## config.mk

```make
export PLATFORM = sky130hd
export DESIGN_NAME = sliding_window_sender_fast_retransmit
export DESIGN_NICKNAME = d
export VERILOG_FILES = /design/src/rtl/sws_pkg.sv /design/src/rtl/sws_ram.sv /design/src/rtl/sliding_window_sender_fast_retransmit.sv
export SDC_FILE = /design/constraint.sdc
export NUM_CORES = 1
export LEC_CHECK = 0
export ABC_AREA = 1
export BUFFER_PORTS_ARGS = -buffer_cell sky130_fd_sc_hd__buf_2
export CAP_MARGIN = 0
export CORE_UTILIZATION = 50
export CTS_CLUSTER_DIAMETER = 150
export CTS_CLUSTER_SIZE = 12
export DETAILED_ROUTE_END_ITERATION = 8
export PLACE_DENSITY = 0.77
export SYNTH_ARGS = -nofsm -noshare
export SYNTH_HDL_FRONTEND = slang
export SYNTH_SLANG_ARGS = --single-unit
```

## constraint.sdc

```tcl
create_clock -name clk_i -period 7.4 [get_ports clk_i]
set_clock_uncertainty 0.05 [all_clocks]
set_input_delay 0.37 -clock clk_i [delete_from_list [all_inputs] [get_ports clk_i]]
set_output_delay 0.37 -clock clk_i [all_outputs]
set_load 0.03 [all_outputs]
```

## src/rtl/sws_pkg.sv

```systemverilog
// ----------------------------------------------------------------------------
// sws_pkg
// Shared types and constants of the sliding-window sender with fast
// retransmit: action and result codes, sequencer states, result slots.
// ----------------------------------------------------------------------------
`default_nettype none

package sws_pkg;

  // Default configuration of the window and the sequence space
  localparam int DefWindow  = 8;
  localparam int DefSeqBits = 16;

  // Fixed field widths of the stream payloads
  localparam int PayloadW = 64;
  localparam int SeqOutW  = 16;
  localparam int AckW     = 16;
  localparam int ThrW     = 3;
  localparam int InDataW  = 104;  // 97 bits of fields, padded to whole bytes
  localparam int OutDataW = 88;   // 81 bits of fields, padded to whole bytes

  localparam logic [ThrW-1:0] DupThrReset = 3'd3;
  localparam logic [2:0]      DupCountMax = 3'd7;

  typedef enum logic [1:0] {
    ACT_SEND    = 2'd0,
    ACT_ACK     = 2'd1,
    ACT_TIMEOUT = 2'd2,
    ACT_NONE    = 2'd3
  } action_e;

  typedef enum logic [2:0] {
    KIND_SENT     = 3'd0,
    KIND_RESENT   = 3'd1,
    KIND_TSTART   = 3'd2,
    KIND_TSTOP    = 3'd3,
    KIND_REFUSED  = 3'd4,
    KIND_ABSORBED = 3'd5
  } kind_e;

  // Where the payload of a result comes from
  typedef enum logic [1:0] {
    SRC_NONE  = 2'd0,
    SRC_INPUT = 2'd1,
    SRC_MEM   = 2'd2
  } src_e;

  typedef enum logic [1:0] {
    ST_IDLE = 2'd0,
    ST_EVAL = 2'd1,
    ST_MOD  = 2'd2,
    ST_EMIT = 2'd3
  } state_e;

  // One pending result of the current item
  typedef struct packed {
    kind_e              kind;
    logic [SeqOutW-1:0] seq;
    src_e               src;
  } res_t;

endpackage

`default_nettype wire

```

## src/rtl/sws_ram.sv

```systemverilog
// ----------------------------------------------------------------------------
// sws_ram
// Generic simple dual-port RAM: one write port, one read port with a
// registered read that holds its data until the next read.
// ----------------------------------------------------------------------------
`default_nettype none

module sws_ram #(
  parameter int WIDTH = 64,
  parameter int DEPTH = 8
) (
  input  wire logic                     clk_i,
  input  wire logic                     wr_en_i,
  input  wire logic [$clog2(DEPTH)-1:0] wr_addr_i,
  input  wire logic [WIDTH-1:0]         wr_data_i,
  input  wire logic                     rd_en_i,
  input  wire logic [$clog2(DEPTH)-1:0] rd_addr_i,
  output logic      [WIDTH-1:0]         rd_data_o
);

  logic [WIDTH-1:0] mem_q [DEPTH];

  // Write and registered read
  always_ff @(posedge clk_i) begin
    if (wr_en_i) begin
      mem_q[wr_addr_i] <= wr_data_i;
    end
    if (rd_en_i) begin
      rd_data_o <= mem_q[rd_addr_i];
    end
  end

endmodule

`default_nettype wire

```

## src/rtl/sliding_window_sender_fast_retransmit.sv

```systemverilog
// ----------------------------------------------------------------------------
// sliding_window_sender_fast_retransmit
// Sender side of a go-back-N transfer with fast retransmit: window slots of
// payload in RAM, base/next sequence tracking, duplicate-ack counting.
// ----------------------------------------------------------------------------
//  Channel   Dir  Fields (low bit first)
//  s_axis    in   tuser: action; tdata: payload, ack_number, ack_checksum_ok,
//                 timer_seq
//  m_axis    out  tuser: kind; tdata: seq, payload_out, window_full;
//                 tlast: last
//  cfg       in   data: dup_threshold
//
//  An item yields n = 1..3 results: the sequencer takes the transfer,
//  evaluates and updates the window state, then emits the results in turn.
//  A resend with a window that is not a power of two adds a modulo step:
//  first the reciprocal multiply of the base, then its remainder and the
//  slot read.
//  Reset clears control state only; the payload RAM is not cleared.
//  A stall on m_axis holds the sequencer in its emit step.
// ----------------------------------------------------------------------------
`default_nettype none

module sliding_window_sender_fast_retransmit #(
  parameter int WINDOW   = sws_pkg::DefWindow,
  parameter int SEQ_BITS = sws_pkg::DefSeqBits
) (
  input  wire logic                         clk_i,
  input  wire logic                         rst_ni,
  // action
  input  wire logic [1:0]                   s_axis_tuser,
  // payload, ack_number, ack_checksum_ok, timer_seq
  input  wire logic [sws_pkg::InDataW-1:0]  s_axis_tdata,
  input  wire logic                         s_axis_tvalid,
  output logic                              s_axis_tready,
  // kind
  output logic [2:0]                        m_axis_tuser,
  // seq, payload_out, window_full
  output logic [sws_pkg::OutDataW-1:0]      m_axis_tdata,
  output logic                              m_axis_tlast,
  output logic                              m_axis_tvalid,
  input  wire logic                         m_axis_tready,
  // dup_threshold
  input  wire logic [sws_pkg::ThrW-1:0]     cfg_data_i,
  input  wire logic                         cfg_valid_i,
  output logic                              cfg_ready_o
);

  import sws_pkg::*;

  localparam int  SlotW   = $clog2(WINDOW);
  localparam bit  WinPow2 = ((WINDOW & (WINDOW - 1)) == 0);
  localparam int  RecipSh = SEQ_BITS + SlotW;
  // ceil(2^RecipSh / WINDOW): exact quotient for every SEQ_BITS-bit base
  localparam logic [SEQ_BITS:0] Recip = (SEQ_BITS + 1)'(
    ((64'd1 << RecipSh) + 64'(WINDOW) - 64'd1) / 64'(WINDOW));

  typedef logic [SEQ_BITS-1:0] seq_t;

  // Window full: WINDOW <= d < half range
  function automatic logic win_full(seq_t d);
    win_full = !d[SEQ_BITS-1] && (32'(d) >= 32'(WINDOW));
  endfunction

  function automatic logic [SeqOutW-1:0] seq_out(seq_t s);
    logic [31:0] w;
    w = 32'(s);
    seq_out = w[SeqOutW-1:0];
  endfunction

  function automatic seq_t seq_in(logic [AckW-1:0] v);
    logic [31:0] w;
    w = {16'b0, v};
    seq_in = w[SEQ_BITS-1:0];
  endfunction

  function automatic logic [SlotW-1:0] slot_of(seq_t s);
    logic [31:0] w;
    w = 32'(s);
    slot_of = w[SlotW-1:0];
  endfunction

  // --------------------------------------------------------------------------
  // Registers
  // --------------------------------------------------------------------------
  state_e state_q, state_d;

  logic [ThrW-1:0]  thr_q;
  seq_t             base_q, base_d;
  seq_t             next_q, next_d;
  logic             waiting_q, waiting_d;
  seq_t             las_q, las_d;
  logic             lav_q, lav_d;
  logic [2:0]       dc_q, dc_d;
  logic [SlotW-1:0] next_slot_q, next_slot_d;

  action_e          act_q;
  logic [PayloadW-1:0] pay_q;
  logic [AckW-1:0]  ack_q;
  logic             ok_q;
  logic [AckW-1:0]  tseq_q;

  res_t             res_q [3];
  res_t             res_d [3];
  logic [1:0]       cnt_q, cnt_d;
  logic [1:0]       idx_q;

  seq_t             mod_src_q;
  seq_t             quo_q;
  logic             mod_cnt_q;

  logic             out_valid_q;
  kind_e            out_kind_q;
  logic [SeqOutW-1:0]  out_seq_q;
  logic [PayloadW-1:0] out_pl_q;
  logic             out_full_q;
  logic             out_last_q;

  logic             need_read;
  logic             wr_en;
  logic             rd_en;
  logic [SlotW-1:0] rd_addr;
  logic [PayloadW-1:0] rd_data;
  logic             in_xfer;
  logic             out_load;
  logic             emit_last;
  logic             mod_done;
  logic [2*SEQ_BITS:0] quo_prod;
  logic [SlotW-1:0] rem_slot;
  logic [PayloadW-1:0] res_pl;

  assign cfg_ready_o   = 1'b1;
  assign s_axis_tready = (state_q == ST_IDLE);
  assign in_xfer       = s_axis_tvalid && s_axis_tready;

  // --------------------------------------------------------------------------
  // Evaluate the latched item against the window state
  // --------------------------------------------------------------------------
  always_comb begin
    logic [1:0] n;
    seq_t       ack_s;
    seq_t       ack_gap;
    seq_t       dout;
    seq_t       nxt1;
    logic [2:0] dc_inc;

    n           = 2'd0;
    ack_s       = seq_in(ack_q);
    ack_gap     = ack_s - base_q;
    nxt1        = next_q + seq_t'(1);
    dout        = '0;
    dc_inc      = (dc_q == DupCountMax) ? dc_q : dc_q + 3'd1;
    base_d      = base_q;
    next_d      = next_q;
    waiting_d   = waiting_q;
    las_d       = las_q;
    lav_d       = lav_q;
    dc_d        = dc_q;
    next_slot_d = next_slot_q;
    need_read   = 1'b0;
    wr_en       = 1'b0;
    for (int i = 0; i < 3; i++) begin
      res_d[i] = '{kind: KIND_ABSORBED, seq: '0, src: SRC_NONE};
    end

    case (act_q)
      ACT_SEND: begin
        if (win_full(next_q - base_q)) begin
          waiting_d = 1'b1;
          res_d[n]  = '{kind: KIND_REFUSED, seq: seq_out(next_q), src: SRC_NONE};
          n         = n + 2'd1;
        end else begin
          wr_en = 1'b1;
          if (base_q == next_q) begin
            res_d[n] = '{kind: KIND_TSTART, seq: seq_out(next_q), src: SRC_NONE};
            n        = n + 2'd1;
          end
          res_d[n]  = '{kind: KIND_SENT, seq: seq_out(next_q), src: SRC_INPUT};
          n         = n + 2'd1;
          next_d    = nxt1;
          waiting_d = win_full(nxt1 - base_q);
          // Track next_seq mod WINDOW, restarting at zero on sequence wrap
          if (next_q == '1 || next_slot_q == SlotW'(WINDOW - 1)) begin
            next_slot_d = '0;
          end else begin
            next_slot_d = next_slot_q + SlotW'(1);
          end
        end
      end
      ACT_ACK: begin
        if (ok_q) begin
          if (lav_q && ack_s == las_q) begin
            if (dc_inc >= thr_q) begin
              res_d[n]  = '{kind: KIND_RESENT, seq: seq_out(base_q), src: SRC_MEM};
              n         = n + 2'd1;
              need_read = 1'b1;
              dc_d      = '0;
            end else begin
              dc_d = dc_inc;
            end
          end else begin
            las_d = ack_s;
            lav_d = 1'b1;
            dc_d  = '0;
          end
          // Cumulative ack at or ahead of the base: move the base past it
          if (!ack_gap[SEQ_BITS-1]) begin
            res_d[n]  = '{kind: KIND_TSTOP, seq: seq_out(base_q), src: SRC_NONE};
            n         = n + 2'd1;
            base_d    = ack_s + seq_t'(1);
            dout      = next_q - base_d;
            if (dout != '0 && !dout[SEQ_BITS-1]) begin
              res_d[n] = '{kind: KIND_TSTART, seq: seq_out(base_d), src: SRC_NONE};
              n        = n + 2'd1;
            end
            waiting_d = win_full(dout);
          end
        end
        if (n == 2'd0) begin
          res_d[0] = '{kind: KIND_ABSORBED, seq: ack_q, src: SRC_NONE};
          n        = 2'd1;
        end
      end
      ACT_TIMEOUT: begin
        res_d[0]  = '{kind: KIND_TSTOP, seq: seq_out(seq_in(tseq_q)), src: SRC_NONE};
        res_d[1]  = '{kind: KIND_RESENT, seq: seq_out(base_q), src: SRC_MEM};
        res_d[2]  = '{kind: KIND_TSTART, seq: seq_out(base_q), src: SRC_NONE};
        n         = 2'd3;
        need_read = 1'b1;
      end
      default: begin
        res_d[0] = '{kind: KIND_ABSORBED, seq: '0, src: SRC_NONE};
        n        = 2'd1;
      end
    endcase
    cnt_d = n;
  end

  // --------------------------------------------------------------------------
  // Remainder of the base by a window that is not a power of two:
  // reciprocal multiply registered as the quotient, multiply back and subtract in the next
  // --------------------------------------------------------------------------
  assign quo_prod = (2 * SEQ_BITS + 1)'(mod_src_q) * (2 * SEQ_BITS + 1)'(Recip);
  assign rem_slot = SlotW'(mod_src_q - seq_t'(quo_q * seq_t'(WINDOW)));
  assign mod_done = mod_cnt_q;

  // --------------------------------------------------------------------------
  // Next state
  // --------------------------------------------------------------------------
  always_comb begin
    state_d = state_q;
    case (state_q)
      ST_IDLE: begin
        if (in_xfer) begin
          state_d = ST_EVAL;
        end
      end
      ST_EVAL: begin
        if (need_read && !WinPow2) begin
          state_d = ST_MOD;
        end else begin
          state_d = ST_EMIT;
        end
      end
      ST_MOD: begin
        if (mod_done) begin
          state_d = ST_EMIT;
        end
      end
      ST_EMIT: begin
        if (out_load && emit_last) begin
          state_d = ST_IDLE;
        end
      end
      default: state_d = ST_IDLE;
    endcase
  end

  // --------------------------------------------------------------------------
  // Sequencer outputs: RAM port control and result emission
  // --------------------------------------------------------------------------
  always_comb begin
    rd_en    = 1'b0;
    rd_addr  = WinPow2 ? slot_of(base_q) : rem_slot;
    out_load = 1'b0;
    case (state_q)
      ST_EVAL: rd_en = need_read && WinPow2;
      ST_MOD:  rd_en = mod_done;
      ST_EMIT: out_load = !out_valid_q || m_axis_tready;
      default: ;
    endcase
  end

  assign emit_last = (idx_q == cnt_q - 2'd1);

  always_comb begin
    case (res_q[idx_q].src)
      SRC_INPUT: res_pl = pay_q;
      SRC_MEM:   res_pl = rd_data;
      default:   res_pl = '0;
    endcase
  end

  // --------------------------------------------------------------------------
  // Payload slots
  // --------------------------------------------------------------------------
  sws_ram #(
    .WIDTH (PayloadW),
    .DEPTH (WINDOW)
  ) u_slot_ram (
    .clk_i     (clk_i),
    .wr_en_i   (wr_en && state_q == ST_EVAL),
    .wr_addr_i (next_slot_q),
    .wr_data_i (pay_q),
    .rd_en_i   (rd_en),
    .rd_addr_i (rd_addr),
    .rd_data_o (rd_data)
  );

  // --------------------------------------------------------------------------
  // Control state
  // --------------------------------------------------------------------------
  always_ff @(posedge clk_i or negedge rst_ni) begin
    if (!rst_ni) begin
      state_q     <= ST_IDLE;
      thr_q       <= DupThrReset;
      base_q      <= '0;
      next_q      <= '0;
      waiting_q   <= 1'b0;
      las_q       <= '0;
      lav_q       <= 1'b0;
      dc_q        <= '0;
      next_slot_q <= '0;
      cnt_q       <= 2'd1;
      idx_q       <= '0;
      mod_cnt_q   <= 1'b0;
      out_valid_q <= 1'b0;
    end else begin
      state_q <= state_d;
      if (cfg_valid_i) begin
        thr_q <= cfg_data_i;
      end
      // Commit the window update
      if (state_q == ST_EVAL) begin
        base_q      <= base_d;
        next_q      <= next_d;
        waiting_q   <= waiting_d;
        las_q       <= las_d;
        lav_q       <= lav_d;
        dc_q        <= dc_d;
        next_slot_q <= next_slot_d;
        cnt_q       <= cnt_d;
        idx_q       <= '0;
        mod_cnt_q   <= 1'b0;
      end
      if (state_q == ST_MOD) begin
        mod_cnt_q <= 1'b1;
      end
      // Advance through the pending results
      if (out_load) begin
        idx_q <= idx_q + 2'd1;
      end
      if (out_load) begin
        out_valid_q <= 1'b1;
      end else if (m_axis_tready) begin
        out_valid_q <= 1'b0;
      end
    end
  end

  // --------------------------------------------------------------------------
  // Payload registers
  // --------------------------------------------------------------------------
  always_ff @(posedge clk_i) begin
    if (in_xfer) begin
      act_q  <= action_e'(s_axis_tuser);
      pay_q  <= s_axis_tdata[63:0];
      ack_q  <= s_axis_tdata[79:64];
      ok_q   <= s_axis_tdata[80];
      tseq_q <= s_axis_tdata[96:81];
    end
    if (state_q == ST_EVAL) begin
      res_q     <= res_d;
      mod_src_q <= base_q;
    end
    if (state_q == ST_MOD) begin
      quo_q <= seq_t'(quo_prod >> RecipSh);
    end
    if (out_load) begin
      out_kind_q <= res_q[idx_q].kind;
      out_seq_q  <= res_q[idx_q].seq;
      out_pl_q   <= res_pl;
      out_full_q <= waiting_q;
      out_last_q <= emit_last;
    end
  end

  assign m_axis_tvalid = out_valid_q;
  assign m_axis_tuser  = out_kind_q;
  assign m_axis_tlast  = out_last_q;
  assign m_axis_tdata  = {7'b0, out_full_q, out_pl_q, out_seq_q};

endmodule

`default_nettype wire
```

### After elaboration in Yosys (flattened, before gate mapping)

Memories as Yosys holds them, arrays and structs flattened. A register that Yosys moved wholly into a read port is not among the register bits.
Index checks and enable logic that the tools add are counted.

| storage, ports and cells | value |
|---|---|
| memories kept | 1 |
| input port bits | 114 |
| RAM bits | 512 |
| flip-flop bits (word level) | 314 |

| cells by class | value |
|---|---|
| $lt $le $gt $ge | 11 |
| bitwise operators | 7 |
| $add $sub $neg | 13 |
| reduce and logical (&&, ||, !) cells | 31 |
| multiplexer cells | 70 |
| equality and inequality tests | 18 |

Memories:

| memory | words | width | rd ports | clocked after memory_dff | wr ports | RTL line | source |
|---|---|---|---|---|---|---|---|
| u_slot_ram.mem_q | 8 | 64 | 1 | 1 | 1 | sws_ram.sv:21 | `logic [WIDTH-1:0] mem_q [DEPTH];` |

Operators by type and width:

| kind | count |
|---|---|
| $mux 21 | 14 |
| $bwmux 63 | 3 |
| $mux 63 | 3 |
| $pmux 64 s2 | 1 |
| $demux 21 s2 | 3 |
| $pmux 42 s3 | 1 |
| $sub 16x16->16 | 4 |
| $pmux 21 s3 | 1 |
| $ge 16x4->1 const B | 3 |
| $bmux 21 s2 | 1 |
| $mux 42 | 1 |
| $add 16x1->16 const B | 2 |
| $eq 16x16->1 | 2 |
| $mux 2 | 15 |
| $mux 1 | 18 |
| $eq 16x16->1 const B | 1 |
| $reduce_bool 16->1 | 1 |
| $ge 3x3->1 const B | 4 |
| $mux 3 | 4 |
| $not 2->3 | 4 |
| $reduce_and 4->1 | 3 |
| $logic_and 1x1->1 | 11 |
| $lt 3x1->1 const B | 3 |
| $reduce_and 3->1 | 3 |
| 18 further kinds | 44 |

### Depth between registers and ports, before layout

Gate-level depths: netlist of the first run.

| depth | value |
|---|---|
| depth in word-level cells | 19 |
| depth in mapped cells | 35 |
| depth with buffers taken out | 33 |

### Cells and area by module

A second synthesis of the first run with hierarchy kept.

| unflattened totals | value |
|---|---|
| cells, all modules | 4292 |
| area total of the unflattened synthesis | 41617.4 µm² |

By module, submodules not included:

| module | cells an instance | times used | area each (µm²) |
|---|---|---|---|
| sws_ram | 2294 | 1 | 24298.3 |
| sliding_window_sender_fast_retransmit | 1998 | 1 | 17319.1 |

### Least setup slack after synthesis of the first run

Ideal clock, no wire load.

| timing path | value |
|---|---|
| path kind | register to register |
| start | register state_q[1] |
| end | memory u_slot_ram.mem_q[0][0], enable pin |
| clock period less this slack | 8.103 ns |
| path buffers | 1 |
| data required time | 6.785 ns |
| setup slack | -0.703 ns |
| arrival time | 7.488 ns |
| stages on the path, launching flop included | 8 |
| path through | dfrtp_1 > inv_1 > ha_1 > clkinv_1 > nor2_1 > buf_2 > nand2_1 > nor3_1 |

| on the way | value |
|---|---|
| cells in the longest elaborated chain, start to end | 4 |

Ends and longest elaborated chain:

| element | RTL line | source |
|---|---|---|
| start, declared | sliding_window_sender_fast_retransmit.sv:85 | `state_e state_q, state_d;` |
| start signal, assigned | sliding_window_sender_fast_retransmit.sv:338 | `state_q <= state_d;` |
| $eq 2x1->1 | sliding_window_sender_fast_retransmit.sv:311 | `.wr_en_i (wr_en && state_q == ST_EVAL),` |
| $logic_and 1x1->1 | sliding_window_sender_fast_retransmit.sv:311 |  |
| $mux 1 | sws_ram.sv:25 | `if (wr_en_i) begin` |
| $mux 1 (implied by the code) | sws_ram.sv:26 | `mem_q[wr_addr_i] <= wr_data_i;` |
| end, declared | sws_ram.sv:21 |  |

Every way passes these cells.

### Worst setup path in the final report of the first run

| timing path | value |
|---|---|
| start | register base_q[1] |
| end | memory u_slot_ram.mem_q[1][17], enable pin |

| on the way | value |
|---|---|
| cells in the longest elaborated chain, start to end | 8 |

Ends and longest elaborated chain:

| element | RTL line | source |
|---|---|---|
| start, declared | sliding_window_sender_fast_retransmit.sv:88 | `seq_t base_q, base_d;` |
| start signal, assigned | sliding_window_sender_fast_retransmit.sv:344 | `base_q <= base_d;` |
| $sub 16x16->16 (*) | sliding_window_sender_fast_retransmit.sv:167 | `if (win_full(next_q - base_q)) begin` |
| $ge 16x4->1 / $logic_not 1->1 (equally long branches) | sliding_window_sender_fast_retransmit.sv:61 | `win_full = !d[SEQ_BITS-1] && (32'(d) >= 32'(WINDOW));` |
| $logic_and 1x1->1 (*) | sliding_window_sender_fast_retransmit.sv:61 |  |
| $mux 1 (*) | sliding_window_sender_fast_retransmit.sv:167 |  |
| $mux 1 (*) | sliding_window_sender_fast_retransmit.sv:165 | `case (act_q)` |
| $logic_and 1x1->1 (*) | sliding_window_sender_fast_retransmit.sv:311 |  |
| $mux 1 (*) | sws_ram.sv:25 |  |
| $mux 1 (implied by the code) (*) | sws_ram.sv:26 |  |

Mark *: on every way between the ends. The rest lies on a longest branch, timed or not.

==> results of run 1 <==
==> worst register-to-register path, delay by kind of cell (launching register included) <==
kind            cells  cell delay [ns]
simple gates       10             2.35
buf+inv             3             1.58
flops               1             0.49
compound gates      2             0.45
fa+ha+maj           1             0.37
xor+xnor            1             0.17
==> area by class of cell <==
type	instances	area share (%)
clock buffers	109	4.91
clock inverters	7	0.452
inverters	197	1.71
multi-input cells	2225	25.2
flip-flops and latches	887	59.4
well taps	1030	2.91
repair buffers	341	5.44
==> what timing repair did <==
item,4_1_cts,5_1_grt
hold buffers,107,0
buffers inserted,0,0
endpoints found under the hold margin,167,0
==> routing by layer <==
layer | vias up | global-route usage [%] | share of wire, %
li1 | 12700 | - | -
met1 | 13200 | 35.4 | 42
met2 | 1338 | 40.2 | 46
met3 | 191 | 3.49 | 8.4
met4 | 0 | 8.39 | 2.9
met5 | - | 0 | 0
==> flip-flops by register name, summed over array words and instances, names as in the netlist, 16 cells and up <==
name and flops:
ack_q 16, base_q 16, las_q 16, next_q 16
out_pl_q 64, out_seq_q 16, pay_q 64, res_q 60
tseq_q 16, u_slot_ram.mem_q 512, u_slot_ram.rd_data_o 64
==> cells in the final DEF (no fill, tap or decap), types with 83 or more instances in the layout <==
cell,n
a21oi_1,153
buf_2,192
clkbuf_16,83
dlygate4sd3_1,107
edfxtp_1,820
inv_1,183
nand2_1,540
nand3_1,100
nor2_1,606
o21ai_0,375
==> final timing paths <==
path	endpoint	slack, ns	cells past startpoint
setup / recovery	u_slot_ram.mem_q[1][17]	1.50	17
hold / removal	state_q[0]	0.14	4
setup reg to reg	u_slot_ram.mem_q[1][17]	1.50	17
hold reg to reg	out_full_q	0.38	0
max in group asynchronous	base_q[1]	6.10	2
min in group asynchronous	state_q[0]	0.41	2
==> per-stage QoR <==
step | total power, mW | setup slack, ns
floorplan | 10.8 | 1.03
global placement | 12.4 | 1.68
detailed placement | 12.6 | 1.59
CTS | 16.5 | 1.54
global route | 17.3 | 1.13
finish | 16.5 | 1.50
==> cells by family (layout without fill, tap and decap cells) <==
kind of cell,Yosys count,count (layout)
compound gates,719,719
xor+xnor,59,59
fa+ha+maj,71,71
buf+inv,379,654
flops,887,887
mux,1,1
other cells,2,8
simple gates,1367,1367
==> where the power goes <==
| group | switching, mW | internal (mW) | leakage (nW) |
|---|---|---|---|
| sequential | 0.396 | 6.55 | 8.34 |
| clock | 1.81 | 2.07 | 1.13 |
| combinational | 4.12 | 1.55 | 6.74 |
==> results.yml, run 1 <==
clock_tree:
  clock_latency_ns: 0.66
  path_clk_slew_ns: 0.07
  clock-sinks: 887
  numCtsBuffers: 83
  cts_tree: "built"
  ctsResizeCount: 0
  cts_buffer_depth: 3
  cts_root_buf: "clkbuf_16"
  h-tree-depth: 3
worst_setup_path:
  cp_common_cell: "nand2_1"
  worstSetupEndpointType: "flop"
  critPathMaxFanout: 55
  crit_start: "base_q[1]"
  cp_data_required_time_ns: 7.60
  critPathKind: "reg -> reg"
  path_delay_family: "simple AND/OR/NAND/NOR gates"
  rr_startpoint: "base_q[1]"
  worst_ep_arrival_time_ns: 6.09
  max_stage_delay_ns: 0.76
  cp_num_buf_inv: 3
  cp_slowest_cell: "buf_4"
  crit_path_start_kind: "flop"
  cp_cell_sequence: "inv_4 -> ha_1 -> nand2_1 -> nand2_1 -> a21oi_1 -> o21ai_0 -> xnor2_1 -> nand2_1 -> nor4b_1 -> nand3_1 -> nand2_1 -> nand2_1 -> nor2_2 -> buf_4 -> nand2_1 -> nor3_4 -> buf_4"
placement:
  dp.cells: 4573
  dp_hpwl_um: 58000
  place_area_um2: 40800
  gp_congestion: 0.963
  port_buffers: 193
logic_synthesis:
  yosysUniqueCellTypes: 56
  synthXorXnorAreaFrac_pct: 1.44
  ys_ff_latch: 887
  syn_inst: 3485
  post-synth-top-count-cell: "edfxtp_1"
  avgSynthCellArea_um2: 11.1
  yosysTopAreaCell: "edfxtp_1"
  synth_mux_area_share_pct: 0.0290
  ys_top_cells_by_count: "edfxtp_1, nor2_1, nand2_1, o21ai_0, inv_1"
  ys_seq_area_share_pct: 67.7
  yosysTopAreaCellShare_pct: 63.4
  synthTopCellsByArea: "edfxtp_1, nor2_1, nand2_1"
  yosys.area_share.simple_pct: 14.5
  synth_top_family_by_area: "simple AND/OR/NAND/NOR gates"
  ys_warn_count: 0
  synth_ff_type: "edfxtp_1"
  ys_async_sr_fraction_pct: 7.55
  netlist_area_um2: 38800
  synth_edf_count: 820
  synth_fa_ha_area_share_pct: 2.33
  synth_compound_area_share_pct: 10.1
grt:
  track_usage_pct: 25.1
  grt_pass1_vias: 25700
  grt_pass1_wl_um: 150000
  grt_max_degree: 150
  overflow: 0
  antenna_found_initial: 0
outcome:
  run_status: "finished clean"
route:
  ant_nets: 0
  vias: 27400
  drc_errors: 0
  routedWlPerCell_um: 20.9
  finalWirelength_um: 100000
  viasPerCell: 5.71
  drt_iter0_drc: 3454
  dr.pass1.iters: 5
final_layout:
  drive_gt1_share_pct: 10.8
  diodes: 0
  finalNonFillerCells: 4796
  fin_nets: 3920
  final_cell_area_um2: 44300
  num-fill-cells: 5998
  register_area_um2: 26300
  area_delta_synth_final_pct: 14.1
  multi_input_area_um2: 11200
  final_util_pct: 57.9
sta:
  min_period_ns: 5.90
  maxSlewHeadroom_pct: 28.8
  fmax_mhz: 170
  setup_viol: 0
  hold_ws_ns: 0.140
  final_max_slew_viol_count: 0
  setup_tns_ns: 0
  worstMarginPinSlew_ns: 1.07
  fin_crit_sh_pct: 79.7
  finalHoldViolCount: 0
  rsz0062_at_grt: "false"
die:
  dieArea_um2: 78800
  die_height_um: 281
  core_um2: 76500
  num_io_pins: 209
  die_w_um: 281
  start_util_pct: 50.8
  rows: 101
run:
  drv_cap: 0
pwr:
  peakVddDrop_v: 0.000331
  p_per_area_nw_per_um2: 372
  leakage_nw: 16.2
min_path:
  hold_path_class: "in -> reg"
  hold_start: "s_axis_tvalid"
Power figures use the tool's default switching activity.
==> run 2, diff against run 1 <==
==> constraint.sdc (replaced) <==
create_clock -name clk_i -period 5.2 [get_ports clk_i]
set_clock_uncertainty 0.05 [all_clocks]
set_input_delay 0.26 -clock clk_i [delete_from_list [all_inputs] [get_ports clk_i]]
set_output_delay 0.26 -clock clk_i [all_outputs]
set_load 0.03 [all_outputs]
==> results.yml, run 2 (synthesized netlist as in run 1, its figures left out) <==
outcome:
  run_status: "finished clean"
min_path:
  hold_end: "state_q[0]"
  hold_path_depth: 4
  hold_start: "s_axis_tvalid"
  hold_path_class: "in -> reg"
worst_setup_path:
  cp_common_cell: "nand2_1"
  worst_ep_arrival_time_ns: 5.14
  r2r-end: "res_q[46]"
  worstSetupEndpointType: "flop"
  cp_slowest_cell: "edfxtp_1"
  cp_data_required_time_ns: 5.51
  reg2reg_slack_ns: 0.37
  max_stage_delay_ns: 0.49
  critPathMaxFanout: 19
  critPathKind: "reg -> reg"
  crit_start: "ack_q[0]"
  cp_num_buf_inv: 7
  rr_startpoint: "ack_q[0]"
  reg2reg_depth: 32
  crit_path_start_kind: "flop"
  path_delay_family: "simple AND/OR/NAND/NOR gates"
pwr:
  p_int_mw: 14.6
  peakVddDrop_v: 0.000424
  power_switching_mw: 8.99
  p_seq_share_pct: 41.7
  p_comb_share_pct: 34.8
  p_sw_share_pct: 38.0
  leakage_nw: 16.4
  p_per_area_nw_per_um2: 530
  clockPowerShare_pct: 23.4
sta:
  finalHoldViolCount: 0
  min_period_ns: 4.83
  fmax_mhz: 207
  fin_crit_sh_pct: 92.8
  worstMarginPinSlew_ns: 1.08
  setup_viol: 0
  setup_tns_ns: 0
  final_max_slew_viol_count: 0
  maxSlewHeadroom_pct: 28.0
grt:
  grt_max_degree: 136
  antenna_found_initial: 2
  track_usage_pct: 25.8
  overflow: 0
  grt_pass1_wl_um: 154000
  grt_pass1_vias: 26600
final_layout:
  drive_gt1_share_pct: 11.4
  largest_register_ffs: 512
  finalNonFillerCells: 4823
  diodes: 0
  final_cell_area_um2: 44600
  top_register: "u_slot_ram.mem_q"
  area_delta_synth_final_pct: 14.8
  final_cell_mix: "edfxtp_1, nor2_1, nand2_1"
  final_common_cell: "edfxtp_1"
  num-fill-cells: 6083
  fin_nets: 3945
  final_util_pct: 58.3
run:
  drv_cap: 0
clock_tree:
  clock-sinks: 887
  h-tree-depth: 3
  numCtsBuffers: 83
  cts_root_buf: "clkbuf_16"
  clock_latency_ns: 0.66
  path_clk_slew_ns: 0.07
  cts_buffer_depth: 3
  cts_tree: "built"
die:
  rows: 101
  num_io_pins: 209
  start_util_pct: 50.8
  die_w_um: 281
  die_height_um: 281
  core_um2: 76500
  dieArea_um2: 78800
placement:
  dp_hpwl_um: 59200
  dp.cells: 4598
  port_buffers: 193
  gp_congestion: 0.968
  place_area_um2: 41100
route:
  drc_errors: 0
  dr.pass1.iters: 6
  drt_iter0_drc: 3005
  vias: 27600
  ant_nets: 0
  routedWlPerCell_um: 21.1
  viasPerCell: 5.73
  finalWirelength_um: 102000
==> run 2: changes by cell type in the layout (fill, tap and decap cells not counted), sizes merged <==
cell,previous run,this run
clkinv,7,6
dlygate4sd3,107,106
buf,234,260
clkbuf,109,112
clkinvlp,0,1
inv,197,196
==> run 2: metal layers <==
layer  wire (um)  GRT usage (%)  vias up
li1            -              -    12700
met4        2960           8.66        4
met2       48100           41.6     1388
met3        8880           4.36      211
met5          23              0        -
met1       41700           35.7    13300
==> run 2: timing repair <==
action	CTS	global route
hold buffers	106	0
endpoints found under the setup margin	0	15
endpoints found under the hold margin	118	0
resized for setup	0	1
setup buffers	0	1
==> run 2: final cells by class <==
type | count | area, um2 | area share (%)
clock buffer | 112 | 2210 | 4.95
clock inverter | 6 | 170 | 0.382
inverter | 197 | 761 | 1.71
multi-input combinational | 2225 | 11100 | 25.0
sequential | 887 | 26300 | 59.0
tap | 1030 | 1290 | 2.89
timing repair buffer | 366 | 2700 | 6.05
==> run 2: power groups by stage <==
stage / logic [mW] / clock network (mW) / registers, mW
global route: 9.01 / 5.88 / 9.96
CTS: 8.13 / 5.62 / 9.86
global placement: 7.83 / 0 / 9.97
detailed placement: 8.01 / 0 / 10.0
finish: 8.24 / 5.54 / 9.87
floorplan: 4.92 / 0 / 10.5
==> run 2: tightest hold or removal path, stage by stage <==
cell and delay, ns:
buf_2 0.11, o211ai_1 0.14, nand2_1 0.08, o21ai_0 0.07
==> run 2: how the worst max path moves through the flow <==
| stage | to | cells after the start | slack [ns] |
|---|---|---|---|
| floorplan | u_slot_ram.mem_q[4][0] | 20 | -0.06 |
| global placement | res_q[55] | 30 | 0.42 |
| detailed placement | res_q[54] | 30 | 0.35 |
| CTS | res_q[54] | 30 | 0.33 |
| global route | res_q[51] | 31 | -0.003 |
| finish | res_q[46] | 32 | 0.37 |
==> run 2: through the flow <==
stage | hold slack [ns] | setup WS, ns | power (mW)
after floorplan | -0.0856 | -0.0595 | 15.4
after global placement | 0.0978 | 0.419 | 17.8
after detailed placement | 0.103 | 0.352 | 18.0
after CTS | 0.00158 | 0.329 | 23.6
after global routing | 0.0580 | -0.00303 | 24.9
final | 0.0310 | 0.372 | 23.6
